$ cat config.mk
export PLATFORM = sky130hd
export DESIGN_NAME = dtbp_back
export DESIGN_NICKNAME = d
export VERILOG_FILES = /design/src/dtbp_pkg.sv /design/src/dtbp_back.sv
export VERILOG_INCLUDE_DIRS = /design/src /design/src/src
export SDC_FILE = /design/constraint.sdc
export NUM_CORES = 1
export LEC_CHECK = 0
export ABC_AREA = 1
export BUFFER_PORTS_ARGS = -buffer_cell sky130_fd_sc_hd__buf_2
export CAP_MARGIN = 20
export CORE_UTILIZATION = 27
export CTS_CLUSTER_DIAMETER = 150
export CTS_CLUSTER_SIZE = 12
export DETAILED_ROUTE_END_ITERATION = 8
export SLEW_MARGIN = 30
export SYNTH_ARGS = -nofsm -noshare
export SYNTH_HDL_FRONTEND = slang
export SYNTH_SLANG_ARGS = --single-unit
$ cat constraint.sdc
create_clock -name clk -period 9.85 [get_ports clk]
set_clock_uncertainty 0.1 [all_clocks]
set_input_delay 0.4925 -clock clk [delete_from_list [all_inputs] [get_ports clk]]
set_output_delay 0.4925 -clock clk [all_outputs]
set_load 0.03 [all_outputs]
$ cat src/dna_two_bit_packer_macros.svh
// ----------------------------------------------------------------------------
// dna two-bit packer assertion macros
// Shared concurrent assertion shorthands for the packer modules.
// ----------------------------------------------------------------------------
`ifndef DNA_TWO_BIT_PACKER_MACROS_SVH
`define DNA_TWO_BIT_PACKER_MACROS_SVH

// same-cycle implication
`define DTBP_ASSERT_IMPL(label, clk, rst_n, ante, cons, msg) \
	label: assert property (@(posedge clk) disable iff (!rst_n) (ante) |-> (cons)) \
		else $error(msg);

// next-cycle implication
`define DTBP_ASSERT_NEXT(label, clk, rst_n, ante, cons, msg) \
	label: assert property (@(posedge clk) disable iff (!rst_n) (ante) |=> (cons)) \
		else $error(msg);

`endif

$ cat src/dtbp_pkg.sv
// ----------------------------------------------------------------------------
// dtbp_pkg
// Types, constants and helper functions of the two-bit nucleotide packer.
// ----------------------------------------------------------------------------
package dtbp_pkg;

	localparam int MAX_BASES_DEF  = 2048;
	localparam int BASES_PER_WORD = 32;
	localparam int WORD_W         = 64;
	localparam int CODE_W         = 2;
	localparam int FILL_W         = 5;
	localparam int BASES_W        = 6;
	localparam int CHAR_W         = 8;
	// drain count field sized for the largest supported store
	localparam int CNT_MAX_W      = 12;
	localparam int QUEUE_DEPTH    = 2;
	localparam int PADDR_W        = 3;
	localparam int PDATA_W        = 32;

	localparam logic [CODE_W-1:0] COMP_MASK = 2'b10;

	// register index decoded from paddr[2]
	localparam logic REG_STRAND_MODE = 1'b0;

	typedef enum logic {
		MODE_FORWARD = 1'b0,
		MODE_REVCOMP = 1'b1
	} strand_mode_t;

	typedef enum logic {
		CMD_WORD  = 1'b0,
		CMD_DRAIN = 1'b1
	} cmd_kind_t;

	typedef struct packed {
		logic [CHAR_W-1:0] base_char;
		logic              last_char;
	} char_req_t;

	typedef struct packed {
		logic [WORD_W-1:0]  packed_word;
		logic [BASES_W-1:0] bases_in_word;
		logic               last_word;
		logic               overflowed;
	} word_req_t;

	// word: finished forward word, or the partial top word of a drain
	typedef struct packed {
		cmd_kind_t            kind;
		logic [WORD_W-1:0]    word;
		logic [BASES_W-1:0]   bases;
		logic                 last;
		logic [CNT_MAX_W-1:0] count;
		logic                 overflowed;
	} cmd_t;

	typedef struct packed {
		logic full;
		logic empty;
	} queue_stat_t;

	function automatic logic [CODE_W-1:0] base_code(input logic [CHAR_W-1:0] c);
		return c[2:1];
	endfunction

	// base p of the result takes base 31-p of the input
	function automatic logic [WORD_W-1:0] reverse_codes(input logic [WORD_W-1:0] w);
		logic [WORD_W-1:0] r;
		r = '0;
		for (int p = 0; p < BASES_PER_WORD; p++) begin
			r[CODE_W*p +: CODE_W] = w[CODE_W*(BASES_PER_WORD-1-p) +: CODE_W];
		end
		return r;
	endfunction

	function automatic logic [WORD_W-1:0] code_mask(input logic [BASES_W-1:0] bases);
		logic [WORD_W-1:0] m;
		m = '0;
		for (int p = 0; p < BASES_PER_WORD; p++) begin
			if (BASES_W'(p) < bases) begin
				m[CODE_W*p +: CODE_W] = '1;
			end
		end
		return m;
	endfunction

endpackage

$ cat src/dtbp_back.sv
// ----------------------------------------------------------------------------
// dtbp_back
// Executes queued commands: passes forward words out, drains the store
// as reverse-complement words, and holds the output register.
// ----------------------------------------------------------------------------
`include "dna_two_bit_packer_macros.svh"

module dtbp_back
	import dtbp_pkg::*;
#(
	parameter int MAX_BASES   = MAX_BASES_DEF,
	parameter int STORE_WORDS = (MAX_BASES + BASES_PER_WORD - 1) / BASES_PER_WORD,
	parameter int ADDR_W      = (STORE_WORDS > 1) ? $clog2(STORE_WORDS) : 1
) (
	input  logic              clk,
	input  logic              arst_n,
	input  cmd_t              head,
	input  queue_stat_t       q_stat,
	output logic              pop,
	output logic              rd_en,
	output logic [ADDR_W-1:0] rd_addr,
	input  logic [WORD_W-1:0] rd_data,
	output logic              drain_done,
	output logic              word_valid,
	input  logic              word_stall,
	output word_req_t         word_data
);

	localparam int CNT_W = $clog2(MAX_BASES + 1);
	localparam int RL_W  = $clog2(STORE_WORDS + 1);

	typedef enum logic [1:0] {
		S_IDLE  = 2'b01,
		S_DRAIN = 2'b10
	} back_state_t;

	back_state_t       state_q;
	logic              out_valid_q;
	word_req_t         out_q;
	logic [WORD_W-1:0] hi_q;
	logic [CNT_W-1:0]  rem_q;
	logic [FILL_W-1:0] shift_q;
	logic              ovf_q;
	logic [RL_W-1:0]   rd_left_q;
	logic              lo_ok_q;

	logic                load_ok;
	logic [CNT_W-1:0]    head_n;
	logic [RL_W-1:0]     head_m;
	logic [WORD_W-1:0]   lo;
	logic [2*WORD_W-1:0] joined;
	logic [WORD_W-1:0]   window;
	logic [BASES_W-1:0]  bases;
	logic                final_word;
	logic                emit;

	assign load_ok = !out_valid_q || !word_stall;
	assign head_n  = CNT_W'(head.count);
	assign head_m  = RL_W'(head_n >> FILL_W);

	// window of 32 codes starting at the sequence remainder
	assign lo         = lo_ok_q ? rd_data : '0;
	assign joined     = {hi_q, lo} >> {shift_q, 1'b0};
	assign window     = joined[WORD_W-1:0];
	assign bases      = (rem_q > CNT_W'(BASES_PER_WORD)) ? BASES_W'(BASES_PER_WORD)
		: BASES_W'(rem_q);
	assign final_word = (rem_q <= CNT_W'(BASES_PER_WORD));
	assign emit       = (state_q == S_DRAIN) && load_ok;
	assign drain_done = emit && final_word;

	assign pop = (state_q == S_IDLE) && !q_stat.empty && load_ok;

	always_comb begin
		rd_en   = 1'b0;
		rd_addr = '0;
		case (state_q)
			S_IDLE: begin
				if (pop && head.kind == CMD_DRAIN && head_m != '0) begin
					rd_en   = 1'b1;
					rd_addr = ADDR_W'(head_m - 1'b1);
				end
			end
			S_DRAIN: begin
				if (emit && rd_left_q != '0) begin
					rd_en   = 1'b1;
					rd_addr = ADDR_W'(rd_left_q - 1'b1);
				end
			end
			default: begin
				rd_en   = 1'b0;
				rd_addr = '0;
			end
		endcase
	end

	always_ff @(posedge clk) begin
		if (pop && head.kind == CMD_WORD) begin
			out_q.packed_word   <= head.word;
			out_q.bases_in_word <= head.bases;
			out_q.last_word     <= head.last;
			out_q.overflowed    <= 1'b0;
		end else if (emit) begin
			out_q.packed_word   <= reverse_codes(window) & code_mask(bases);
			out_q.bases_in_word <= bases;
			out_q.last_word     <= final_word;
			out_q.overflowed    <= ovf_q;
		end
		if (pop && head.kind == CMD_DRAIN) begin
			hi_q    <= head.word;
			rem_q   <= head_n;
			shift_q <= head_n[FILL_W-1:0];
			ovf_q   <= head.overflowed;
		end else if (emit) begin
			hi_q  <= lo;
			rem_q <= rem_q - CNT_W'(bases);
		end
	end

	always_ff @(posedge clk or negedge arst_n) begin
		if (!arst_n) begin
			state_q     <= S_IDLE;
			out_valid_q <= 1'b0;
			rd_left_q   <= '0;
			lo_ok_q     <= 1'b0;
		end else begin
			if (word_valid && !word_stall) begin
				out_valid_q <= 1'b0;
			end
			case (state_q)
				S_IDLE: begin
					if (pop) begin
						if (head.kind == CMD_WORD) begin
							out_valid_q <= 1'b1;
						end else begin
							state_q   <= S_DRAIN;
							lo_ok_q   <= (head_m != '0);
							rd_left_q <= (head_m != '0) ? head_m - 1'b1 : '0;
						end
					end
				end
				S_DRAIN: begin
					if (emit) begin
						out_valid_q <= 1'b1;
						lo_ok_q     <= (rd_left_q != '0);
						if (rd_left_q != '0) begin
							rd_left_q <= rd_left_q - 1'b1;
						end
						if (final_word) begin
							state_q <= S_IDLE;
						end
					end
				end
				default: begin
					state_q <= S_IDLE;
				end
			endcase
		end
	end

	assign word_valid = out_valid_q;
	assign word_data  = out_q;

	`DTBP_ASSERT_IMPL(a_drain_rem, clk, arst_n, state_q == S_DRAIN, rem_q != '0, "drain with no bases left")
	`DTBP_ASSERT_IMPL(a_full_inner, clk, arst_n, out_valid_q && !out_q.last_word, out_q.bases_in_word == BASES_W'(BASES_PER_WORD), "inner word not full")

endmodule

==> reports/qor.csv <==
metric,value,unit
status,"complete, no violations",
period_share,0.383,
insertion_delay,500,ps
clockBufferDepth,2,
chipHeight,229,um
rsz0062_at_grt,false,
slew_viol_final,0,
num_vias,15700,
hpwl,52.7,mm
power_density,269,nW/um2
r2r-end,rd_left_q[5],
htree_num_levels,4,
synthArstFlopShare,0.0675,
postCtsSetupBuffers,0,
ys_types,45,
dieArea,52300,um2
ys_seq_area_frac,0.348,
r2r_cells,12,
synthCells,2118,
tritoncts,done,
synth_ff_type,edfxtp_1,
die_w,229,um
clk_pin_slew,70,ps
min-delay-start,head[0],
io_buffers,234,
fin_nets,2400,
nFillCells,5674,
synth_commonest_cells,"nand2_1, nand3_1, o21ai_0, edfxtp_1, inv_1",
area_growth,14.7,%
numCtsBuffers,17,
hold_violations,0,
hold_end,ovf_q,
yosys.area.top_type,edfxtp_1,
synth.most_common_cell,nand2_1,
yosys_warnings,0,
antenna_found_initial,1,
drt_iter0_drc,2107,
fin_area,15900,um2
seqCellArea,4830,um2
wl_per_cell,23.2,um
track_usage,0.259,
first_global_vias,14700,
leakage,7.21,nW
grt_max_degree,134,
cts.sinks,163,
period_needed,3770,ps
cp-start-kind,register,
gp_routability_congestion,0.995,
drc_errors,0,
syn_avg_cell_area,6.55,um2
clock.fmax,265,MHz
setup_tns,0,ps
synth_edf_count,151,
cp-end-kind,register,
drive_above_1_share,0.152,
initial_utilization,0.275,
cts_root_buffer,clkbuf_16,
wl,67.9,mm
grt_pass1_wl,98.3,mm
max_slew_margin,0.363,
holdPathStages,1,
dpl_cell_area,15300,um2
drt-pass1-iter-count,6,
rr_startpoint,state_q[0],
tightest_slew,956,ps
critPathMaxFanout,57,
yosys_register_bits,163,
fin_util,0.315,
avgViaCountPerCell,5.37,
worstPathRequired,10100,ps
grt-ovfl-total,0,
ir_worst_vdd,0.178,mV
fp.coreArea,50500,um2
io_pins,236,
r2r_setup_slack,6080,ps
hp-class,in -> reg,
syn-cell-area,13900,um2
num_rows,82,
multi_input_comb_area,7810,um2
synth_top_area_share,0.327,
arrival,4020,ps
setup_viol,0,
synth_fp_nets,2277,
path_class,reg -> reg,
synth_area_leaders,"edfxtp_1, nand2_1, nand3_1",
drv_cap,0,
postRouteAntennaNets,0,
diodes,0,
-- worst max-delay path by stage --
stage	startpoint	endpoint	slack (ps)	cells after the start
global route	state_q[0]	rd_left_q[3]	5630	12
floorplan	state_q[0]	hi_q[0]	6350	8
finish	state_q[0]	rd_left_q[5]	6080	12
CTS	state_q[0]	rd_left_q[3]	6000	12
detailed placement	state_q[0]	rd_left_q[3]	6050	12
global placement	state_q[0]	rd_left_q[1]	6070	12
-- logic make-up (layout without fill, tap and decap cells) --
family | count (synthesis) | count (layout) | synth area share
simple gates | 1323 | 1323 | 0.416
flops | 163 | 163 | 0.348
fa+ha+maj | 5 | 5 | 0.00451
other cells | 1 | 1 | 0.000270
buf+inv | 279 | 415 | 0.0907
compound gates | 336 | 336 | 0.133
xor+xnor | 11 | 11 | 0.00694
-- where the power goes --
part | internal [mW] | total (mW) | leakage, nW | switching (mW)
Combinational | 0.544 | 2.24 | 5.33 | 1.69
Clock | 0.403 | 0.732 | 0.296 | 0.329
Sequential | 1.17 | 1.32 | 1.58 | 0.148
-- final cells by class --
class,instances,area share
Timing Repair Buffer,254,0.0844
Inverter,129,0.0307
Tap cell,672,0.0528
Clock buffer,19,0.0272
Multi-Input combinational cell,1676,0.490
Sequential cell,163,0.303
Clock inverter,13,0.0110
-- cell usage in the layout, fill, tap and decap left out, drive strengths merged --
cell type,synthesis,routed
nand2,730,730
nand3,484,484
o21ai,258,258
buf,119,253
edfxtp,151,151
inv,128,130
nor2,59,59
o211ai,38,38
or2,30,30
clkbuf,31,19
a21oi,18,18
nor3,13,13
dfrtp,10,10
clkinv,1,9
nand4,7,7
o22ai,7,7
xor2,6,6
xnor2,5,5
ha,5,5
o21a,4,4
o31ai,4,4
a31oi,3,3
bufinv,0,3
o311ai,2,2
a211oi,1,1
a22oi,1,1
conb,1,1
dlygate4sd3,0,1
dfstp,1,1
dfxtp,1,1
-- routing by layer --
layer,vias up,part of all wire,track usage
met3,115,0.090,0.0584
met4,0,0.058,0.155
met1,7376,0.43,0.346
met2,784,0.42,0.378
met5,-,0,0
li1,7432,-,-
-- critical path, cell delays in order, from the launching register on --
cell and delay [ps]:
dfstp_2 540, ha_1 240, inv_2 80, nor2_1 80, nand2_1 70, inv_2 70, nand2_2 40, buf_4 240
clkinv_2 540, buf_4 590, o22ai_1 220, nor2_1 560, o21ai_0 170
-- registers in the layout, indices dropped and copies added (netlist names) --
signal,cells
hi_q,62
lo_ok_q,1
ovf_q,1
rd_left_q,7
rem_q,12
shift_q,5
state_q,2
word_data,72
word_valid,1
-- per-stage QoR --
step	hold slack [ps]	setup slack, ps	instances	power (mW)
detailed placement	291	6050	2893	3.55
CTS	49.6	6000	2926	4.29
floorplan	96.9	6350	2118	2.74
finish	83.4	6080	2926	4.29
global placement	287	6070	2893	3.53
global route	70.1	5630	2926	4.54
-- repair_timing --
action	CTS	global route
gates resized for setup	0	0
hold buffers	1	0
endpoints found under the hold margin	10	0
(Power assumes the default switching activity.)
