<file path="config.mk">
export PLATFORM = sky130hd
export DESIGN_NAME = dtbp_queue
export DESIGN_NICKNAME = d
export VERILOG_FILES = /design/src/dtbp_pkg.sv /design/src/dtbp_queue.sv
export VERILOG_INCLUDE_DIRS = /design/src /design/src/src
export SDC_FILE = /design/constraint.sdc
export NUM_CORES = 1
export LEC_CHECK = 0
export ABC_CLOCK_PERIOD_IN_PS = 4800
export BUFFER_PORTS_ARGS = -buffer_cell sky130_fd_sc_hd__buf_4
export CORE_MARGIN = 4
export CORE_UTILIZATION = 47
export CTS_CLUSTER_SIZE = 12
export DETAILED_ROUTE_END_ITERATION = 16
export MAX_ROUTING_LAYER = met4
export PLACE_DENSITY = 0.75
export SKIP_LAST_GASP = 1
export SLEW_MARGIN = 25
export SYNTH_ARGS = -nofsm -noshare
export SYNTH_HDL_FRONTEND = slang
export SYNTH_SLANG_ARGS = --single-unit
export TNS_END_PERCENT = 100
</file>
<file path="constraint.sdc">
create_clock -name clk -period 4.8 [get_ports clk]
set_input_delay 1.2 -clock clk [delete_from_list [all_inputs] [get_ports clk]]
set_output_delay 1.2 -clock clk [all_outputs]
set_load 0.03 [all_outputs]
</file>
<file path="src/dna_two_bit_packer_macros.svh">
// ----------------------------------------------------------------------------
// dna two-bit packer assertion macros
// Shared concurrent assertion shorthands for the packer modules.
// ----------------------------------------------------------------------------
`ifndef DNA_TWO_BIT_PACKER_MACROS_SVH
`define DNA_TWO_BIT_PACKER_MACROS_SVH

// same-cycle implication
`define DTBP_ASSERT_IMPL(label, clk, rst_n, ante, cons, msg) \
	label: assert property (@(posedge clk) disable iff (!rst_n) (ante) |-> (cons)) \
		else $error(msg);

// next-cycle implication
`define DTBP_ASSERT_NEXT(label, clk, rst_n, ante, cons, msg) \
	label: assert property (@(posedge clk) disable iff (!rst_n) (ante) |=> (cons)) \
		else $error(msg);

`endif

</file>
<file path="src/dtbp_pkg.sv">
// ----------------------------------------------------------------------------
// dtbp_pkg
// Types, constants and helper functions of the two-bit nucleotide packer.
// ----------------------------------------------------------------------------
package dtbp_pkg;

	localparam int MAX_BASES_DEF  = 2048;
	localparam int BASES_PER_WORD = 32;
	localparam int WORD_W         = 64;
	localparam int CODE_W         = 2;
	localparam int FILL_W         = 5;
	localparam int BASES_W        = 6;
	localparam int CHAR_W         = 8;
	// drain count field sized for the largest supported store
	localparam int CNT_MAX_W      = 12;
	localparam int QUEUE_DEPTH    = 2;
	localparam int PADDR_W        = 3;
	localparam int PDATA_W        = 32;

	localparam logic [CODE_W-1:0] COMP_MASK = 2'b10;

	// register index decoded from paddr[2]
	localparam logic REG_STRAND_MODE = 1'b0;

	typedef enum logic {
		MODE_FORWARD = 1'b0,
		MODE_REVCOMP = 1'b1
	} strand_mode_t;

	typedef enum logic {
		CMD_WORD  = 1'b0,
		CMD_DRAIN = 1'b1
	} cmd_kind_t;

	typedef struct packed {
		logic [CHAR_W-1:0] base_char;
		logic              last_char;
	} char_req_t;

	typedef struct packed {
		logic [WORD_W-1:0]  packed_word;
		logic [BASES_W-1:0] bases_in_word;
		logic               last_word;
		logic               overflowed;
	} word_req_t;

	// word: finished forward word, or the partial top word of a drain
	typedef struct packed {
		cmd_kind_t            kind;
		logic [WORD_W-1:0]    word;
		logic [BASES_W-1:0]   bases;
		logic                 last;
		logic [CNT_MAX_W-1:0] count;
		logic                 overflowed;
	} cmd_t;

	typedef struct packed {
		logic full;
		logic empty;
	} queue_stat_t;

	function automatic logic [CODE_W-1:0] base_code(input logic [CHAR_W-1:0] c);
		return c[2:1];
	endfunction

	// base p of the result takes base 31-p of the input
	function automatic logic [WORD_W-1:0] reverse_codes(input logic [WORD_W-1:0] w);
		logic [WORD_W-1:0] r;
		r = '0;
		for (int p = 0; p < BASES_PER_WORD; p++) begin
			r[CODE_W*p +: CODE_W] = w[CODE_W*(BASES_PER_WORD-1-p) +: CODE_W];
		end
		return r;
	endfunction

	function automatic logic [WORD_W-1:0] code_mask(input logic [BASES_W-1:0] bases);
		logic [WORD_W-1:0] m;
		m = '0;
		for (int p = 0; p < BASES_PER_WORD; p++) begin
			if (BASES_W'(p) < bases) begin
				m[CODE_W*p +: CODE_W] = '1;
			end
		end
		return m;
	endfunction

endpackage

</file>
<file path="src/dtbp_queue.sv">
// ----------------------------------------------------------------------------
// dtbp_queue
// Short command queue between the packing front and the output back.
// ----------------------------------------------------------------------------
`include "dna_two_bit_packer_macros.svh"

module dtbp_queue
	import dtbp_pkg::*;
#(
	parameter int DEPTH = QUEUE_DEPTH
) (
	input  logic        clk,
	input  logic        arst_n,
	input  logic        push,
	input  cmd_t        push_cmd,
	input  logic        pop,
	output cmd_t        head,
	output queue_stat_t stat
);

	localparam int PTR_W = (DEPTH > 1) ? $clog2(DEPTH) : 1;
	localparam int CNT_W = $clog2(DEPTH + 1);

	cmd_t             entries_q [DEPTH];
	logic [PTR_W-1:0] wr_ptr_q;
	logic [PTR_W-1:0] rd_ptr_q;
	logic [CNT_W-1:0] fill_q;

	function automatic logic [PTR_W-1:0] next_ptr(input logic [PTR_W-1:0] p);
		return (p == PTR_W'(DEPTH - 1)) ? '0 : p + 1'b1;
	endfunction

	always_ff @(posedge clk) begin
		if (push) begin
			entries_q[wr_ptr_q] <= push_cmd;
		end
	end

	always_ff @(posedge clk or negedge arst_n) begin
		if (!arst_n) begin
			wr_ptr_q <= '0;
			rd_ptr_q <= '0;
			fill_q   <= '0;
		end else begin
			if (push) begin
				wr_ptr_q <= next_ptr(wr_ptr_q);
			end
			if (pop) begin
				rd_ptr_q <= next_ptr(rd_ptr_q);
			end
			if (push && !pop) begin
				fill_q <= fill_q + 1'b1;
			end else if (pop && !push) begin
				fill_q <= fill_q - 1'b1;
			end
		end
	end

	assign head       = entries_q[rd_ptr_q];
	assign stat.full  = (fill_q == CNT_W'(DEPTH));
	assign stat.empty = (fill_q == '0);

	`DTBP_ASSERT_IMPL(a_no_push_full, clk, arst_n, push, !stat.full, "push into full queue")
	`DTBP_ASSERT_IMPL(a_no_pop_empty, clk, arst_n, pop, !stat.empty, "pop from empty queue")

endmodule

</file>
==> out/results.tsv, run 1 <==
stage	metric	value	unit
clock_network	CTS HTree Levels	4	
clock_network	insertion delay to the later sink of the worst-skew pair	410	ps
outcome	status	finished, final reports clean	
floorplanning	Std-Cell Rows	42	
timing	final setup margin	1360	ps
place	GPL Wtd Cong	0.710	
logic_synthesis	Warnings, synthesis	0	
logic_synthesis	syn_nets	371	
grt	first-pass GRT wire length	17700	um
setup_path	critical path, cell by cell	buf_12 > mux2_2 > buf_4	
final_layout	ANT cells	0	
grt	total track usage	15.2	%
hold_path	worst hold path class	reg2reg	
clock_network	PostCTS Resize Cnt	0	
logic_synthesis	share of the synthesized area in the top cell type	78.2	%
power_and_ir_drop	Pint	0.00371	W
floorplanning	Core Footprint	0.0134	mm^2
timing	RSZ-0062 raised after global routing	false	
floorplanning	die height	126	um
power_and_ir_drop	clock share of power	24.1	%
floorplanning	Die Area	0.0158	mm^2
routing	post-DR vias/cell	4.83	
setup_path	CP max-delay cell	dfrtp_4	
logic_synthesis	Post-synth EDFFs	170	
clock_network	Clock Path Buffers	2	
routing	Post-Route WL	11500	um
floorplanning	initial cell density of the core	48.7	%
setup_path	crit path kind	reg2out	
power_and_ir_drop	leakage power	3.35	nW
setup_path	Worst path max stage delay	840	ps
logic_synthesis	top post-synthesis cells by area	edfxtp_1 (78%), mux2_4 (9.2%), mux2_2 (7.8%)	
timing	FMAX	291	MHz
timing	Final Max Tran Viols	0	
routing	DRT antenna net count	0	
grt	vias in the first global route	3439	
clock_network	CTS Hold Bufs	0	
power_and_ir_drop	Comb power frac	36.6	%
routing	Residual DRC	0	
setup_path	Arr. time, crit path	2240	ps
clock_network	clk slew on worst S/H paths	60	ps
final_layout	ratio of cells with drive above 1 in the final layout	61.1	%
logic_synthesis	asr flop ratio synth	2.30	%
clock_network	postcts setup bufs	0	
final_layout	Synth-to-Final Area Change	31.5	%
setup_path	crit-path leading delay family	flip-flops	
flow_run	maxcap violations	0	
timing	post-route minimum period	3440	ps
final_layout	Register Area	0.00521	mm^2
logic_synthesis	synthesized area per cell	23.2	um^2
grt	initial antenna violation count	0	
setup_path	Critical Path RT	3600	ps
routing	detailed-router iteration count before antenna repair	4	
place	pre-CTS WS	1780	ps
setup_path	worst path bufs/invs	2	
routing	routed vias	3172	
place	# port buffers	175	
timing	final hold vios	0	
grt	GRT overflow	0	
final_layout	nets@finish	559	
clock_network	CTS tree	built	
logic_synthesis	flops & latches, synth	174	
floorplanning	die width	126	um
setup_path	endpoint class of the critical path	output pin	
timing	period utilisation layout	71.6	%
routing	Avg WL per Cell	17.5	um
grt	largest net degree at the start of global routing	53	
power_and_ir_drop	Pwr Density	643	mW/mm^2
timing	relative slew slack	53.6	%
logic_synthesis	post-synth cell types	15	
clock_network	CTS buffer count	17	
logic_synthesis	most common cell in the netlist	edfxtp_1	
timing	Slew @ Worst Pin	695	ps
final_layout	layout filler cell count	961	
final_layout	post-route cell area	0.00858	mm^2
power_and_ir_drop	Peak VDD IR	0.000335	V
logic_synthesis	Synth top cells by count	edfxtp_1 (170), mux2_2 (45), mux2_4 (40)	
logic_synthesis	ys flop type	edfxtp_1	
power_and_ir_drop	share of power burned in registers	39.3	%
logic_synthesis	Synth area leader	edfxtp_1	
power_and_ir_drop	Net Sw Frac	32.7	%
floorplanning	I/O pin cnt	176	
timing	worst hold slack	479	ps
clock_network	root buffer cell	clkbuf_16	
logic_synthesis	Post-Syn Instances	281	
clock_network	clock sinks	174	
timing	Setup Skew	5.80	ps
power_and_ir_drop	P_sw	0.00180	W
logic_synthesis	Cell Area, Synth	0.00653	mm^2
final_layout	multi-input logic area	0.00120	mm^2
setup_path	critical path fanouts, max	52	
place	Post-DP HPWL	7720	um
timing	final setup vio count	0	
timing	setup TNS	0	ps
place	placed inst area	0.00800	mm^2
setup_path	Setup crit start kind	flop	
routing	initial DRC count	235	
logic_synthesis	sequential area share after synthesis	79.8	%
power groups by stage:
stage | combinational [W] | sequential, W | clock (W)
after floorplan | 0.00152 | 0.00212 | 0
after global placement | 0.00202 | 0.00220 | 0
after detailed placement | 0.00204 | 0.00221 | 0
after CTS | 0.00205 | 0.00218 | 0.00137
after global routing | 0.00213 | 0.00220 | 0.00144
final | 0.00202 | 0.00217 | 0.00133
logic make-up (layout without fill, tap and decap cells):
family	after synthesis	count (layout)	synth area share, %
flip-flops	174	174	79.8
multiplexers	85	85	17.0
buffers and inverters	11	211	1.99
XOR/XNOR	5	5	0.671
AND/OR/NAND/NOR	5	5	0.403
adder cells (fa/ha/maj)	1	1	0.192
area by class of cell:
type                            count  area share, %
Clock buffer                       19           5.05
Inverter                            1         0.0437
Tap cell                          176           2.57
Multi-Input combinational cell     96           14.0
Clock inverter                     12           1.71
Sequential cell                   174           60.7
Timing Repair Buffer              179           16.0
layer usage:
metal	routed length, um	global-route usage (%)	vias to the layer above
li1	-	-	1486
met1	4490	16.8	1545
met2	5850	24.7	122
met3	920	5.97	19
met4	230	6.56	0
met5	0	-	-
worst reg2reg max path: cells and delay by family, from the launching register on:
kind	cells	cell delay, ps
buffers and inverters	1	310
flip-flops	1	420
AND/OR/NAND/NOR	1	640
per-stage QoR:
step / std cells / utilization, % / total power [W]
after global placement: 625 / 59.6 / 0.00421
after global routing: 657 / 64.0 / 0.00577
after floorplan: 281 / - / 0.00364
after CTS: 657 / 64.0 / 0.00559
after detailed placement: 626 / 59.7 / 0.00425
final: 657 / 64.0 / 0.00552
flip-flops by register name, indices dropped and copies added (netlist names):
register	flops
rd_ptr_q	1
fill_q	2
entries_q	170
wr_ptr_q	1
placed cells by master, fill, tap and decap left out, drive strengths merged:
| master | count |
|---|---|
| buf | 179 |
| edfxtp | 170 |
| mux2 | 85 |
| clkbuf | 19 |
| clkinv | 8 |
| xor2 | 4 |
| dfrtp | 4 |
| bufinv | 3 |
| nor2 | 2 |
| nor2b | 2 |
| inv | 1 |
| and2 | 1 |
| xnor2 | 1 |
| ha | 1 |
| clkinvlp | 1 |
worst paths after layout:
path	from	end	slack [ps]	cells after the start
hold / removal	fill_q[1]$_DFFE_PN0P_	fill_q[1]$_DFFE_PN0P_	480	1
setup / recovery	rd_ptr_q$_DFFE_PN0P_	head[1]	1360	3
setup reg to reg	wr_ptr_q$_DFFE_PN0P_	entries_q[1][39]$_DFFE_PP_	3090	2
hold reg to reg	fill_q[1]$_DFFE_PN0P_	fill_q[1]$_DFFE_PN0P_	480	1
min in group asynchronous	arst_n	wr_ptr_q$_DFFE_PN0P_	570	1
max in group asynchronous	arst_n	rd_ptr_q$_DFFE_PN0P_	4110	1
(Power assumes the default switching activity.)
==> inputs of run 2 (changes only) <==
Settings changed: ABC_CLOCK_PERIOD_IN_PS 4800 to 3120.
Clock period 4.8 ns to 3.12 ns, I/O delays scaled along.
==> run 2 against run 1 <==
Against the previous run:
- first-iteration DRC count is 34% lower
- setup slack lost 820 ps
- via count up 1.2%
- clock power increased by 56%
- global-route usage increased by 0.24 points
- sequential power rose by 49%
- clock-buffer cell count shrank 1
- clock skew rose by 1.1 ps
- non-clock buffer count grew 1
- design area rose by 0.31%
- critical path type unchanged
==> out/results.tsv, run 2 (synthesized netlist as in run 1, its figures left out) <==
stage	metric	value	unit	change
outcome	status	finished, final reports clean		unchanged
timing	Final Max Tran Viols	0		unchanged
setup_path	CP startpoint	rd_ptr_q$_DFFE_PN0P_		unchanged
setup_path	reg-to-reg startpoint	wr_ptr_q$_DFFE_PN0P_		unchanged
power_and_ir_drop	Peak VDD IR	0.000657	V	was 0.000335 V
routing	DRT antenna net count	0		unchanged
timing	final hold vios	0		unchanged
clock_network	CTS buffer count	17		unchanged
hold_path	worst hold path class	in2async		was reg2reg
final_layout	multi-input logic area	0.00120	mm^2	unchanged
grt	first-pass GRT wire length	18100	um	was 17700 um
timing	final setup vio count	0		unchanged
flow_run	maxcap violations	0		unchanged
final_layout	Top Registers	entries_q (170), fill_q (2)		unchanged
final_layout	Largest Register	entries_q		unchanged
place	GPL Wtd Cong	0.703		was 0.710
place	Post-DP HPWL	7930	um	was 7720 um
floorplanning	Die Area	0.0158	mm^2	unchanged
clock_network	Clock Path Buffers	2		unchanged
place	placed inst area	0.00801	mm^2	was 0.00800 mm^2
routing	Residual DRC	0		unchanged
setup_path	Critical Path RT	2340	ps	was 3600 ps
grt	GRT overflow	0		unchanged
floorplanning	Core Footprint	0.0134	mm^2	unchanged
final_layout	ratio of cells with drive above 1 in the final layout	61.4	%	was 61.1%
final_layout	most frequent cells in the layout	buf_4 (178), edfxtp_1 (170), mux2_2 (45)		was buf_4 (177), edfxtp_1 (170), mux2_2 (45)
timing	RSZ-0062 raised after global routing	false		unchanged
final_layout	layout filler cell count	949		was 961
floorplanning	I/O pin cnt	176		unchanged
power_and_ir_drop	total power	0.00855	W	was 0.00552 W
grt	initial antenna violation count	2		was 0
setup_path	R2R setup slack	1520	ps	was 3090 ps
setup_path	endpoint class of the critical path	output pin		unchanged
power_and_ir_drop	clock share of power	24.4	%	was 24.1%
clock_network	CTS HTree Levels	4		unchanged
routing	routed vias	3211		was 3172
clock_network	root buffer cell	clkbuf_16		unchanged
power_and_ir_drop	Comb power frac	37.9	%	was 36.6%
timing	setup TNS	0	ps	unchanged
timing	Setup Skew	6.90	ps	was 5.80 ps
floorplanning	initial cell density of the core	48.7	%	unchanged
timing	post-route minimum period	2580	ps	
floorplanning	Std-Cell Rows	42		unchanged
timing	worst hold slack	151	ps	was 479 ps
setup_path	Arr. time, crit path	1800	ps	was 2240 ps
timing	relative slew slack	56.2	%	was 53.6%
grt	largest net degree at the start of global routing	62		was 53
timing	period utilisation layout	82.7	%	
final_layout	commonest non-fill, non-tap cell in the layout	buf_4		unchanged
final_layout	Final Non-Filler Cells	660		was 657
timing	Slew @ Worst Pin	657	ps	was 695 ps
power_and_ir_drop	share of power burned in registers	37.8	%	was 39.3%
clock_network	CTS tree	built		unchanged
routing	initial DRC count	156		was 235
floorplanning	die width	126	um	unchanged
final_layout	max reg flops	170		unchanged
clock_network	insertion delay to the later sink of the worst-skew pair	410	ps	about the same
clock_network	clock sinks	174		unchanged
grt	total track usage	15.5	%	was 15.2%
grt	vias in the first global route	3488		was 3439
clock_network	postcts setup bufs	0		unchanged
clock_network	clk slew on worst S/H paths	60	ps	about the same
timing	FMAX	388	MHz	
routing	Post-Route WL	11800	um	was 11500 um
power_and_ir_drop	Pint	0.00573	W	was 0.00371 W
clock_network	CTS Hold Bufs	0		unchanged
power_and_ir_drop	Net Sw Frac	32.9	%	was 32.7%
setup_path	crit path kind	reg2out		unchanged
routing	Avg WL per Cell	17.8	um	was 17.5 um
final_layout	Synth-to-Final Area Change	31.9	%	was 31.5%
final_layout	Register Area	0.00521	mm^2	unchanged
routing	detailed-router iteration count before antenna repair	4		unchanged
place	# port buffers	175		unchanged
final_layout	post-route cell area	0.00861	mm^2	was 0.00858 mm^2
clock_network	PostCTS Resize Cnt	0		unchanged
power_and_ir_drop	P_sw	0.00281	W	was 0.00180 W
setup_path	critical path fanouts, max	61		was 52
floorplanning	die height	126	um	unchanged
power_and_ir_drop	leakage power	3.36	nW	was 3.35 nW
final_layout	nets@finish	560		was 559
routing	post-DR vias/cell	4.87		was 4.83
setup_path	Setup crit start kind	flop		unchanged
place	Post-Place Cells	627		was 626
power_and_ir_drop	Pwr Density	993	mW/mm^2	was 643 mW/mm^2
-- run 2: changes by cell type in the layout (fill, tap and decap cells not counted) --
| cell | before | now |
|---|---|---|
| clkinvlp_4 | 1 | 2 |
| buf_4 | 177 | 178 |
| inv_8 | 0 | 1 |
| clkinv_2 | 3 | 1 |
| inv_6 | 0 | 1 |
| diode_2 | 0 | 2 |
| clkbuf_1 | 2 | 1 |
-- run 2: power by group through the flow --
stage          Sequential, W  Combinational [W]  Clock, W
5_1_grt              0.00326            0.00340   0.00227
2_1_floorplan        0.00324            0.00234         0
6_report             0.00323            0.00324   0.00208
3_3_place_gp         0.00325            0.00325         0
4_1_cts              0.00323            0.00329   0.00213
3_5_place_dp         0.00328            0.00328         0
-- run 2: routing by layer --
layer | share of wire [%] | GRT usage (%)
met5 | 0 | -
met2 | 50 | 24.8
met3 | 8.2 | 5.76
met4 | 1.3 | 5.55
met1 | 40 | 18.1
-- run 2: worst paths after layout --
| path | depth (start not counted) | endpoint |
|---|---|---|
| max | 3 | head[5] |
| max reg2reg | 2 | entries_q[1][35]$_DFFE_PP_ |
| max in group asynchronous | 1 | rd_ptr_q$_DFFE_PN0P_ |
| min reg2reg | 1 | fill_q[1]$_DFFE_PN0P_ |
| min in group clk | 1 | fill_q[1]$_DFFE_PN0P_ |
| min | 1 | fill_q[1]$_DFFE_PN0P_ |
-- run 2: cell type report --
| cell class | count | share of cell area [%] |
|---|---|---|
| clock inverters | 13 | 1.90 |
| inverters | 1 | 0.0436 |
| clock buffers | 18 | 4.99 |
| flip-flops and latches | 174 | 60.5 |
| diodes | 2 | 0.0581 |
| well taps | 176 | 2.56 |
| repair buffers | 180 | 16.0 |
| multi-input cells | 96 | 13.9 |
-- run 2: worst max-delay path: stages, from the launching register on --
cell and delay (ps):
dfrtp_4 420, buf_12 320, mux2_2 400, buf_4 170
-- run 2: stage by stage --
step           worst slack (ps)  utilization (%)
2_1_floorplan               624                -
3_3_place_gp                984             59.8
3_5_place_dp                974             59.8
4_1_cts                     518             64.2
5_1_grt                     485             64.2
6_report                    540             64.2
