<file path="config.mk">
export PLATFORM = sky130hd
export DESIGN_NAME = dtbp_front
export DESIGN_NICKNAME = d
export VERILOG_FILES = /design/src/dtbp_pkg.sv /design/src/dtbp_front.sv
export VERILOG_INCLUDE_DIRS = /design/src /design/src/src
export SDC_FILE = /design/constraint.sdc
export NUM_CORES = 1
export LEC_CHECK = 0
export BUFFER_PORTS_ARGS = -buffer_cell sky130_fd_sc_hd__buf_2
export CAP_MARGIN = 20
export CORE_MARGIN = 10
export CORE_UTILIZATION = 50
export CTS_CLUSTER_SIZE = 28
export DETAILED_ROUTE_END_ITERATION = 10
export PLACE_DENSITY_LB_ADDON = 0.1
export SYNTH_ARGS = -nofsm -noshare
export SYNTH_HDL_FRONTEND = slang
export SYNTH_SLANG_ARGS = --single-unit
</file>
<file path="constraint.sdc">
create_clock -name clk -period 3.69 [get_ports clk]
set_input_delay 0.369 -clock clk [delete_from_list [all_inputs] [get_ports clk]]
set_output_delay 0.369 -clock clk [all_outputs]
set_load 0.1 [all_outputs]
</file>
<file path="src/dna_two_bit_packer_macros.svh">
// ----------------------------------------------------------------------------
// dna two-bit packer assertion macros
// Shared concurrent assertion shorthands for the packer modules.
// ----------------------------------------------------------------------------
`ifndef DNA_TWO_BIT_PACKER_MACROS_SVH
`define DNA_TWO_BIT_PACKER_MACROS_SVH

// same-cycle implication
`define DTBP_ASSERT_IMPL(label, clk, rst_n, ante, cons, msg) \
	label: assert property (@(posedge clk) disable iff (!rst_n) (ante) |-> (cons)) \
		else $error(msg);

// next-cycle implication
`define DTBP_ASSERT_NEXT(label, clk, rst_n, ante, cons, msg) \
	label: assert property (@(posedge clk) disable iff (!rst_n) (ante) |=> (cons)) \
		else $error(msg);

`endif

</file>
<file path="src/dtbp_pkg.sv">
// ----------------------------------------------------------------------------
// dtbp_pkg
// Types, constants and helper functions of the two-bit nucleotide packer.
// ----------------------------------------------------------------------------
package dtbp_pkg;

	localparam int MAX_BASES_DEF  = 2048;
	localparam int BASES_PER_WORD = 32;
	localparam int WORD_W         = 64;
	localparam int CODE_W         = 2;
	localparam int FILL_W         = 5;
	localparam int BASES_W        = 6;
	localparam int CHAR_W         = 8;
	// drain count field sized for the largest supported store
	localparam int CNT_MAX_W      = 12;
	localparam int QUEUE_DEPTH    = 2;
	localparam int PADDR_W        = 3;
	localparam int PDATA_W        = 32;

	localparam logic [CODE_W-1:0] COMP_MASK = 2'b10;

	// register index decoded from paddr[2]
	localparam logic REG_STRAND_MODE = 1'b0;

	typedef enum logic {
		MODE_FORWARD = 1'b0,
		MODE_REVCOMP = 1'b1
	} strand_mode_t;

	typedef enum logic {
		CMD_WORD  = 1'b0,
		CMD_DRAIN = 1'b1
	} cmd_kind_t;

	typedef struct packed {
		logic [CHAR_W-1:0] base_char;
		logic              last_char;
	} char_req_t;

	typedef struct packed {
		logic [WORD_W-1:0]  packed_word;
		logic [BASES_W-1:0] bases_in_word;
		logic               last_word;
		logic               overflowed;
	} word_req_t;

	// word: finished forward word, or the partial top word of a drain
	typedef struct packed {
		cmd_kind_t            kind;
		logic [WORD_W-1:0]    word;
		logic [BASES_W-1:0]   bases;
		logic                 last;
		logic [CNT_MAX_W-1:0] count;
		logic                 overflowed;
	} cmd_t;

	typedef struct packed {
		logic full;
		logic empty;
	} queue_stat_t;

	function automatic logic [CODE_W-1:0] base_code(input logic [CHAR_W-1:0] c);
		return c[2:1];
	endfunction

	// base p of the result takes base 31-p of the input
	function automatic logic [WORD_W-1:0] reverse_codes(input logic [WORD_W-1:0] w);
		logic [WORD_W-1:0] r;
		r = '0;
		for (int p = 0; p < BASES_PER_WORD; p++) begin
			r[CODE_W*p +: CODE_W] = w[CODE_W*(BASES_PER_WORD-1-p) +: CODE_W];
		end
		return r;
	endfunction

	function automatic logic [WORD_W-1:0] code_mask(input logic [BASES_W-1:0] bases);
		logic [WORD_W-1:0] m;
		m = '0;
		for (int p = 0; p < BASES_PER_WORD; p++) begin
			if (BASES_W'(p) < bases) begin
				m[CODE_W*p +: CODE_W] = '1;
			end
		end
		return m;
	endfunction

endpackage

</file>
<file path="src/dtbp_front.sv">
// ----------------------------------------------------------------------------
// dtbp_front
// Takes characters, packs forward words, gathers reverse-complement words
// into the store and queues output or drain commands.
// ----------------------------------------------------------------------------
`include "dna_two_bit_packer_macros.svh"

module dtbp_front
	import dtbp_pkg::*;
#(
	parameter int MAX_BASES   = MAX_BASES_DEF,
	parameter int STORE_WORDS = (MAX_BASES + BASES_PER_WORD - 1) / BASES_PER_WORD,
	parameter int ADDR_W      = (STORE_WORDS > 1) ? $clog2(STORE_WORDS) : 1
) (
	input  logic              clk,
	input  logic              arst_n,
	input  logic              char_valid,
	output logic              char_stall,
	input  char_req_t         char_data,
	input  strand_mode_t      strand_mode,
	input  queue_stat_t       q_stat,
	output logic              push,
	output cmd_t              push_cmd,
	input  logic              drain_done,
	output logic              wr_en,
	output logic [ADDR_W-1:0] wr_addr,
	output logic [WORD_W-1:0] wr_data
);

	localparam int CNT_W = $clog2(MAX_BASES + 1);

	logic [WORD_W-1:0] fwd_acc_q;
	logic [FILL_W-1:0] fwd_fill_q;
	logic [WORD_W-1:0] rev_acc_q;
	logic [CNT_W-1:0]  rev_cnt_q;
	logic              ovf_q;
	logic              busy_q;

	logic              accept;
	logic              is_rev;
	logic [CODE_W-1:0] code;
	logic [WORD_W-1:0] fwd_acc_n;
	logic              fwd_emit;
	logic [WORD_W-1:0] rev_acc_n;
	logic              store_ok;
	logic              rev_full;
	logic [CNT_W-1:0]  rev_cnt_n;

	assign is_rev     = (strand_mode == MODE_REVCOMP);
	// reverse characters wait while a drain owns the store
	assign char_stall = q_stat.full || (is_rev && busy_q);
	assign accept     = char_valid && !char_stall;
	assign code       = base_code(char_data.base_char);

	always_comb begin
		fwd_acc_n = fwd_acc_q;
		fwd_acc_n[{fwd_fill_q, 1'b0} +: CODE_W] = code;
		rev_acc_n = rev_acc_q;
		rev_acc_n[{rev_cnt_q[FILL_W-1:0], 1'b0} +: CODE_W] = code ^ COMP_MASK;
	end

	assign fwd_emit  = (fwd_fill_q == FILL_W'(BASES_PER_WORD - 1)) || char_data.last_char;
	assign store_ok  = (rev_cnt_q < CNT_W'(MAX_BASES));
	assign rev_full  = store_ok && (rev_cnt_q[FILL_W-1:0] == FILL_W'(BASES_PER_WORD - 1));
	assign rev_cnt_n = rev_cnt_q + CNT_W'(store_ok);

	assign wr_en   = accept && is_rev && rev_full;
	assign wr_addr = ADDR_W'(rev_cnt_q >> FILL_W);
	assign wr_data = rev_acc_n;

	assign push = accept && (is_rev ? char_data.last_char : fwd_emit);

	always_comb begin
		push_cmd            = '0;
		push_cmd.last       = char_data.last_char;
		if (is_rev) begin
			push_cmd.kind       = CMD_DRAIN;
			push_cmd.word       = rev_acc_n;
			push_cmd.count      = CNT_MAX_W'(rev_cnt_n);
			push_cmd.overflowed = ovf_q || !store_ok;
		end else begin
			push_cmd.kind  = CMD_WORD;
			push_cmd.word  = fwd_acc_n;
			push_cmd.bases = BASES_W'(fwd_fill_q) + 1'b1;
		end
	end

	always_ff @(posedge clk or negedge arst_n) begin
		if (!arst_n) begin
			fwd_acc_q  <= '0;
			fwd_fill_q <= '0;
			rev_acc_q  <= '0;
			rev_cnt_q  <= '0;
			ovf_q      <= 1'b0;
			busy_q     <= 1'b0;
		end else begin
			if (drain_done) begin
				busy_q <= 1'b0;
			end
			if (accept && !is_rev) begin
				if (fwd_emit) begin
					fwd_acc_q  <= '0;
					fwd_fill_q <= '0;
				end else begin
					fwd_acc_q  <= fwd_acc_n;
					fwd_fill_q <= fwd_fill_q + 1'b1;
				end
			end
			if (accept && is_rev) begin
				if (char_data.last_char) begin
					rev_acc_q <= '0;
					rev_cnt_q <= '0;
					ovf_q     <= 1'b0;
					busy_q    <= 1'b1;
				end else begin
					rev_acc_q <= rev_full ? '0 : (store_ok ? rev_acc_n : rev_acc_q);
					rev_cnt_q <= rev_cnt_n;
					ovf_q     <= ovf_q || !store_ok;
				end
			end
		end
	end

	`DTBP_ASSERT_IMPL(a_busy_clear, clk, arst_n, $fell(busy_q), $past(drain_done), "busy cleared without drain end")

endmodule

</file>
==> results of run 1 <==
cells in the final DEF, fill, tap and decap left out, types with 14 or more instances in the layout:
| cell | n |
|---|---|
| a211o_1 | 14 |
| a21oi_1 | 42 |
| a22o_1 | 24 |
| a32o_1 | 25 |
| buf_12 | 31 |
| buf_2 | 134 |
| buf_4 | 42 |
| clkbuf_16 | 17 |
| dfrtp_1 | 146 |
| inv_1 | 62 |
| mux2_2 | 95 |
| mux2i_1 | 38 |
| nand2_1 | 107 |
| nand3_1 | 25 |
| nand4_1 | 15 |
| nor2_1 | 70 |
| nor2b_1 | 14 |
| nor3_1 | 26 |
| o211ai_1 | 14 |
| o21ai_0 | 62 |
| o22ai_1 | 33 |
| o2bb2ai_1 | 20 |
kinds of logic (layout without fill, tap and decap cells):
group	Yosys count	count (layout)	share of synthesized area, %
AOI/OAI and AO/OA	298	298	21.0
buffers and inverters	154	304	6.24
xor gates and xnor gates	14	14	1.23
and+or+nand+nor	327	327	16.4
adders and majority gates	13	13	1.63
muxes	152	152	16.7
DFF	147	147	36.8
registers in the layout, indices dropped and copies added, names as in the netlist:
register and cells:
fwd_acc_q 64, ovf_q 1, fwd_fill_q 5, rev_acc_q 64
busy_q 1, rev_cnt_q 12
how the worst min path moves through the flow:
stage               slack [ps]  cells past startpoint                        end                 startpoint
floorplan                   70                      0           busy_q$_DFF_PN0_                     arst_n
global placement           460                      2  fwd_acc_q[44]$_DFFE_PN0P_  fwd_acc_q[44]$_DFFE_PN0P_
detailed placement         470                      1  fwd_acc_q[15]$_DFFE_PN0P_  fwd_acc_q[15]$_DFFE_PN0P_
CTS                         30                      1   rev_cnt_q[9]$_DFFE_PN0P_                     arst_n
global route                60                      1   rev_cnt_q[9]$_DFFE_PN0P_                     arst_n
finish                      -2                      1   rev_cnt_q[9]$_DFFE_PN0P_                     arst_n
worst max-delay path, delay by kind of cell, from the launching register on:
| kind | cells | cell delay, ps |
|---|---|---|
| multiplexers | 2 | 720 |
| flip-flops | 1 | 440 |
| AO/OA/AOI/OAI | 2 | 780 |
| buffers and inverters | 2 | 500 |
| AND/OR/NAND/NOR | 1 | 390 |
where the power goes:
group / total [mW] / internal (mW) / switching [mW]
clock network: 1.81 / 1.08 / 0.732
logic: 1.86 / 0.476 / 1.38
registers: 1.72 / 1.66 / 0.0642
total: 5.39 / 3.21 / 2.18
through the flow:
| stage | TNS (ps) | std cells | utilization (%) | area [um2] |
|---|---|---|---|---|
| 5_1_grt | -4.83 | 1520 | 63.2 | 12300 |
| 6_report | 0 | 1520 | 63.2 | 12300 |
| 3_3_place_gp | 0 | 1489 | 59.8 | 11700 |
| 4_1_cts | 0 | 1520 | 63.0 | 12300 |
| 3_5_place_dp | 0 | 1489 | 59.8 | 11700 |
| 2_1_floorplan | 0 | 1105 | - | 10100 |
timing repair:
action	4_1_cts	5_1_grt
gates cloned	0	0
setup endpoints to repair	8	34
gates resized for setup	4	12
endpoints found under the hold margin	0	0
routing by layer:
layer / up-vias / GRT usage (%)
met2: 372 / 42.0
li1: 4327 / -
met5: - / 0
met4: 0 / 6.62
met1: 4604 / 34.5
met3: 50 / 4.58
layout make-up:
| type | count | area, um2 | area share (%) |
|---|---|---|---|
| repair buffers | 208 | 1620 | 13.1 |
| flip-flops and latches | 147 | 3680 | 29.8 |
| clock buffers | 19 | 443 | 3.59 |
| well taps | 265 | 332 | 2.69 |
| clock inverters | 12 | 158 | 1.28 |
| inverters | 65 | 249 | 2.02 |
| multi-input cells | 804 | 5870 | 47.5 |
==> flow_summary.ini, run 1 <==
[global_routing]
grt_pass1_vias = 8833
antenna_found_initial = 0
grt_overflow = 0
grt_max_degree = 86
grt_first_pass_wirelength_um = 53100
grt_use_total_pct = 25.8

[yosys]
avgSynthCellArea_um2 = 9.04
yosysMostFrequentCell = dfrtp_1
synth.top_cell.area_share_pct = 36.8
synth-seq-cells = 147
async_reset_ff_share_pct = 100
synthTopCellsByCount = dfrtp_1 (147), nand2_1 (107), mux2_2 (95)
synth_edf_count = 0
synth_warnings = 0
synth_cells = 1105
synth_area_um2 = 9990
yosysSeqAreaShare_pct = 36.8
yosys.area.top_type = dfrtp_1
syn_nets = 1134
synth_top_cells_by_area = dfrtp_1 (37%), mux2_2 (11%), mux2i_1 (5.2%)
ys_types = 68
synth_flop_cell = dfrtp_1

[run_status]
status = complete, but fails checks
violations = negative hold slack

[clocking]
cts_setup_buffers = 0
clkSinkCount = 147
clk_pin_slew_ps = 70
clock_latency_ps = 430
cts_root_buffer = clkbuf_16
cts_buffers = 17
tritoncts = done
h-tree-depth = 4
clockBufferDepth = 2
cts-hold-fix-buffers = 0

[critical_path]
reg2reg_from = fwd_fill_q[0]$_DFFE_PN0P_
crit_end = push_cmd[66]
reg2reg_depth = 9
worstPathCellList = buf_4 -> or3_1 -> o22a_2 -> a21oi_1 -> mux2_2 -> mux2_2 -> buf_2
r2r_end = fwd_acc_q[27]$_DFFE_PN0P_
crit_type = reg -> out
cp_common_cell = mux2_2
cp_data_arrival_time_ps = 3250
worst-path-max-fanout = 12
critPathMaxStageDelay_ps = 450
cp-start-kind = flop
crit_start = rev_cnt_q[0]$_DFFE_PN0P_
worst_path_max_delay_cell = mux2_2
critPathCaptureType = primary output
ff2ff_setup_slack_ps = 880
worstPathRequired_ps = 3320

[floorplanning]
die_y_um = 161
dieArea_um2 = 26000
row_count = 51
initial_core_util_pct = 51.1
die_x_um = 161
core_um2 = 19500
pin_count = 174

[sta]
rsz0062_at_grt = true
setup_viol = 0
finalClockSkew_ps = 9.77
hold_violations = 1
worst_pin_slew_ps = 957
period_minus_slack_ps = 3620
slew_headroom_pct = 36.2
drv_slew = 0
fin_ws_ps = 69.8
holdWs_ps = -1.85
clock.fmax_mhz = 276
period_share_pct = 98.1

[pwr]
leakage_nw = 5.81
power.density_nw_per_um2 = 437
total_power_mw = 5.39
irDropWorstVdd_v = 0.000299

[routing]
avgRoutedWirePerCell_um = 22.7
drt-met1-wl_um = 15000
drt.antenna.violating_nets = 0
drtIter0Drc = 1033
highest_layer = met4
vias_per_cell = 6.15
drc_errors = 0
wl_um = 34500
wl_met3_um = 2130
num_vias = 9353
dr.pass1.iters = 5
dr_wl_met2_um = 16700

[worst_hold_path]
hp-class = in -> async

[finish]
area_delta_synth_final_pct = 23.6
layout.nets = 1272
fillCellCount = 1706
drive_above_1_share_pct = 30.4
diodes = 0

[job]
maxCapViolations = 0

[placement]
preCtsSetupSlack_ps = 368
gp_congestion = 0.937
portBuffers = 166
dpl.hpwl_um = 25700
Power figures use the tool's default switching activity.
==> run 2, diff against run 1 <==
--- a/config.mk
+++ b/config.mk
@@ -12,6 +12,7 @@
 export CORE_UTILIZATION = 50
 export CTS_CLUSTER_SIZE = 28
 export DETAILED_ROUTE_END_ITERATION = 10
+export MAX_ROUTING_LAYER = met4
 export PLACE_DENSITY_LB_ADDON = 0.1
 export SYNTH_ARGS = -nofsm -noshare
 export SYNTH_HDL_FRONTEND = slang
==> run 2 against run 1 <==
Net effect: the flow finishes with violations (negative hold slack, negative setup slack); die area unchanged; largest power group unchanged; largest cell class unchanged; critical path depth unchanged; worst setup slack worse by 84 ps; maximum frequency down 2.3%.
==> flow_summary.ini, run 2 (synthesized netlist as in run 1, its figures left out) <==
[run_status]
status = complete, but fails checks
violations = negative hold slack, negative setup slack

[routing]
drtIter0Drc = 870
wl_um = 34400
vias_per_cell = 6.19
wl_met3_um = 2370
dr.pass1.iters = 6
num_vias = 9413
avgRoutedWirePerCell_um = 22.6
drc_errors = 0
dr_wl_met2_um = 16400
drt.antenna.violating_nets = 0
drt-met1-wl_um = 14600
highest_layer = met4

[critical_path]
cp_data_arrival_time_ps = 3340
critPathMaxStageDelay_ps = 430
r2r_end = fwd_acc_q[31]$_DFFE_PN0P_
worstPathCellList = buf_4 -> or3_1 -> o22a_1 -> a21oi_1 -> mux2_2 -> a211o_1 -> buf_2
reg2reg_from = fwd_fill_q[0]$_DFFE_PN0P_
worstPathRequired_ps = 3320
cp-start-kind = flop
reg2reg_depth = 9
critPathCaptureType = primary output
worst_path_max_delay_cell = a21oi_1
crit_type = reg -> out
worst-path-max-fanout = 12
ff2ff_setup_slack_ps = 840

[finish]
layout.nets = 1272
drive_above_1_share_pct = 30.2
layout_common_cells = dfrtp_1 (146), buf_2 (133), nand2_1 (107)
post-route-util_pct = 63.3
reg_top3 = fwd_acc_q: 64 flops, rev_acc_q: 64 flops, rev_cnt_q: 12 flops
diodes = 0
fillCellCount = 1667
area_delta_synth_final_pct = 23.8
final_common_cell = dfrtp_1

[clocking]
cts_setup_buffers = 0
cts-hold-fix-buffers = 0
tritoncts = done
clkSinkCount = 147
cts_root_buffer = clkbuf_16
clk_pin_slew_ps = 70
clockBufferDepth = 2
clock_latency_ps = 440
cts_buffers = 17
h-tree-depth = 4

[sta]
finalClockSkew_ps = 10.0
holdWs_ps = -0.439
fin_ws_ps = -14.4
period_share_pct = 100
worst_pin_slew_ps = 946
drv_slew = 0
period_minus_slack_ps = 3700
slew_headroom_pct = 36.9
setup_viol = 1
clock.fmax_mhz = 270
hold_violations = 1
rsz0062_at_grt = true

[floorplanning]
initial_core_util_pct = 51.1
die_x_um = 161
row_count = 51
core_um2 = 19500
pin_count = 174
dieArea_um2 = 26000
die_y_um = 161

[placement]
dpl.hpwl_um = 25600
preCtsSetupSlack_ps = 359
portBuffers = 166
gp_congestion = 0.935

[global_routing]
antenna_found_initial = 0
grt_max_degree = 89
grt_use_total_pct = 26.5
grt_first_pass_wirelength_um = 53100
grt_pass1_vias = 8941
grt_overflow = 0

[pwr]
total_power_mw = 5.42
power.density_nw_per_um2 = 438
leakage_nw = 5.83
irDropWorstVdd_v = 0.000320

[job]
maxCapViolations = 0

[worst_hold_path]
hp-class = in -> async
==> run 2: cell type report <==
| cell class | count | area [um2] | share of cell area [%] |
|---|---|---|---|
| clock buffer | 19 | 443 | 3.58 |
| clock inverter | 13 | 174 | 1.41 |
| inverter | 65 | 249 | 2.01 |
| multi-input combinational | 804 | 5850 | 47.3 |
| sequential | 147 | 3680 | 29.8 |
| tap | 265 | 332 | 2.68 |
| timing repair buffer | 208 | 1630 | 13.2 |
==> run 2: power breakdown <==
group | internal, mW | total (mW) | switching [mW]
Combinational | 0.471 | 1.86 | 1.38
Clock | 1.09 | 1.84 | 0.751
Sequential | 1.66 | 1.72 | 0.0608
==> run 2: routing by layer <==
| metal | GRT usage [%] | up-vias |
|---|---|---|
| li1 | - | 4332 |
| met1 | 34.8 | 4580 |
| met2 | 41.1 | 432 |
| met3 | 3.61 | 69 |
| met4 | 9.64 | 0 |
| met5 | - | - |
==> run 2: worst max-delay path by stage <==
| stage | startpoint | to | slack, ps | cells after the start |
|---|---|---|---|---|
| final | rev_cnt_q[0]$_DFFE_PN0P_ | push_cmd[64] | -10 | 7 |
| after global routing | rev_cnt_q[0]$_DFFE_PN0P_ | push_cmd[64] | -80 | 7 |
| after CTS | fwd_fill_q[1]$_DFFE_PN0P_ | push_cmd[34] | 4 | 8 |
| after detailed placement | rev_cnt_q[0]$_DFFE_PN0P_ | push_cmd[80] | 360 | 8 |
| after global placement | fwd_fill_q[1]$_DFFE_PN0P_ | push_cmd[30] | 380 | 8 |
| after floorplan | rev_cnt_q[0]$_DFFE_PN0P_ | push_cmd[53] | 20 | 10 |
==> run 2: through the flow <==
stage / setup TNS (ps) / instances / instance area [um2]
3_3_place_gp: 0 / 1489 / 11700
6_report: -14.4 / 1521 / 12400
4_1_cts: 0 / 1521 / 12300
3_5_place_dp: 0 / 1489 / 11700
5_1_grt: -469 / 1521 / 12400
2_1_floorplan: 0 / 1105 / 10100
==> run 2: worst max-delay path: cells and delay by family, from the launching register on <==
family	cells	cell delay, ps
AOI/OAI and AO/OA	3	1160
DFF	1	420
buffers and inverters	2	510
and+or+nand+nor	1	390
muxes	1	420
==> run 2: repair_timing <==
action,4_1_cts,5_1_grt
setup endpoints to repair,18,32
cloned,0,0
gates resized for setup,4,8
hold endpoints to repair,0,0
==> run 3, diff against run 2 <==
==> constraint.sdc (replaced) <==
create_clock -name clk -period 3.69 [get_ports clk]
set_input_delay 0.1845 -clock clk [delete_from_list [all_inputs] [get_ports clk]]
set_output_delay 0.1845 -clock clk [all_outputs]
set_load 0.1 [all_outputs]
==> run 3 against run 2 <==
Net effect: sequential share of layout area increased by 0.61 points; register-to-register slack got worse by 160 ps; clock power decreased by 3%; clock-buffer cell count decreased by 1; non-clock buffer count decreased by 2; sequential power about the same; worst setup slack improved by 150 ps; the run now ends clean; global-route usage decreased by 0.30 points; largest cell class unchanged; combinational power decreased by 3%; hold slack improved by 220 ps; critical path type unchanged; critical path depth increased by 1.
==> flow_summary.ini, run 3 (synthesized netlist as in run 1, its figures left out) <==
[pwr]
leakage_nw = 5.77
power.density_nw_per_um2 = 439
irDropWorstVdd_v = 0.000343

[floorplanning]
pin_count = 174
dieArea_um2 = 26000
initial_core_util_pct = 51.1
row_count = 51
die_x_um = 161
core_um2 = 19500
die_y_um = 161

[clocking]
clock_latency_ps = 430
clk_pin_slew_ps = 70
clockBufferDepth = 2
clkSinkCount = 147
cts_root_buffer = clkbuf_16
tritoncts = done
cts_buffers = 17
h-tree-depth = 4

[sta]
worst_pin_slew_ps = 1060
period_minus_slack_ps = 3560
clock.fmax_mhz = 281
setup_tns_ps = 0
holdWs_ps = 221
setup_viol = 0
hold_violations = 0
finalClockSkew_ps = 9.58
slew_headroom_pct = 29.3
period_share_pct = 96.5
drv_slew = 0
rsz0062_at_grt = false

[critical_path]
crit_type = reg -> out
cp_data_arrival_time_ps = 3370
critPathCaptureType = primary output
cp-start-kind = flop
crit_buf_inv = 2
worstPathRequired_ps = 3510
worst_path_max_delay_cell = or3b_1
crit_family = simple AND/OR/NAND/NOR gates
worstPathCellList = inv_1 -> ha_2 -> or3b_1 -> o21a_1 -> or3b_1 -> mux2_4 -> mux2_4 -> buf_2
worst-path-max-fanout = 10
critPathMaxStageDelay_ps = 500

[routing]
drt.antenna.violating_nets = 0
drc_errors = 0
avgRoutedWirePerCell_um = 22.4
drtIter0Drc = 1015
dr.pass1.iters = 5
vias_per_cell = 6.13
num_vias = 9316
wl_um = 34100

[finish]
final_common_cell = dfrtp_1
layout.nets = 1270
layout_common_cells = dfrtp_1 (146), buf_2 (143), nand2_1 (107)
reg_top3 = fwd_acc_q: 64 flops, rev_acc_q: 64 flops, rev_cnt_q: 12 flops
diodes = 0
fillCellCount = 1738
drive_above_1_share_pct = 29.9
area_delta_synth_final_pct = 21.3

[global_routing]
grt_max_degree = 77
grt_pass1_vias = 8807
grt_use_total_pct = 26.2
antenna_found_initial = 0
grt_overflow = 0
grt_first_pass_wirelength_um = 52800

[placement]
portBuffers = 166
gp_congestion = 0.914
dpl.hpwl_um = 25300

[worst_hold_path]
hp-class = in -> reg

[job]
maxCapViolations = 0

[run_status]
status = completed
run 3: changes by cell type in the layout (fill, tap and decap cells not counted), sizes merged:
cell         change
inv              +8
buf              -6
clkinvlp         -3
bufinv           -2
clkinv           -2
dlygate4sd3      +2
clkbuf           +1
run 3: area by class of cell:
type,count,area [um2],share of cell area [%]
well taps,265,332,2.74
inverters,65,244,2.01
flip-flops and latches,147,3680,30.4
clock inverters,14,156,1.29
clock buffers,18,439,3.62
multi-input cells,804,5800,47.9
repair buffers,206,1460,12.1
run 3: through the flow:
step	instance area [um2]	utilization, %	worst slack [ps]	cells	power (mW)
floorplan	10100	-	17.5	1105	3.06
global placement	11400	58.6	434	1485	3.50
detailed placement	11400	58.6	396	1485	3.52
CTS	12100	61.8	7.90	1519	5.29
global route	12100	62.0	7.27	1519	5.51
finish	12100	62.0	131	1519	5.31
run 3: repair_timing:
item	CTS	global route
resized for setup	1	15
setup buffers	0	0
hold buffers	2	0
pin swaps	0	0
hold endpoints to repair	72	0
endpoints found under the setup margin	2	34
run 3: per-layer routing:
layer | track usage (%) | share of wire (%)
met2 | 41.7 | 48
met3 | 3.81 | 6.1
met5 | - | 0
met4 | 6.49 | 2.0
met1 | 34.5 | 44
run 3: path summary, 6_finish.rpt:
path	startpoint	to	slack (ps)	cells past startpoint
max	fwd_fill_q[1]$_DFFE_PN0P_	push_cmd[30]	130	8
min	char_data[0]	rev_cnt_q[8]$_DFFE_PN0P_	220	2
max reg2reg	fwd_fill_q[0]$_DFFE_PN0P_	fwd_acc_q[31]$_DFFE_PN0P_	680	9
min reg2reg	fwd_acc_q[44]$_DFFE_PN0P_	fwd_acc_q[44]$_DFFE_PN0P_	480	2
max in group asynchronous	arst_n	fwd_acc_q[21]$_DFFE_PN0P_	2450	3
min in group asynchronous	arst_n	rev_acc_q[32]$_DFFE_PN0P_	350	2
run 3: power breakdown:
group | internal (mW) | total, mW | switching (mW)
combinational | 0.436 | 1.80 | 1.37
sequential | 1.66 | 1.72 | 0.0651
clock | 0.986 | 1.79 | 0.800
total | 3.08 | 5.31 | 2.23
run 3: worst register-to-register path: stages, from the launching register on:
cell	delay, ps
dfrtp_1	380
buf_4	200
ha_1	260
and3_1	200
ha_1	290
nor2_1	300
nand2_1	310
or4_1	610
nor3b_1	270
a211o_1	140
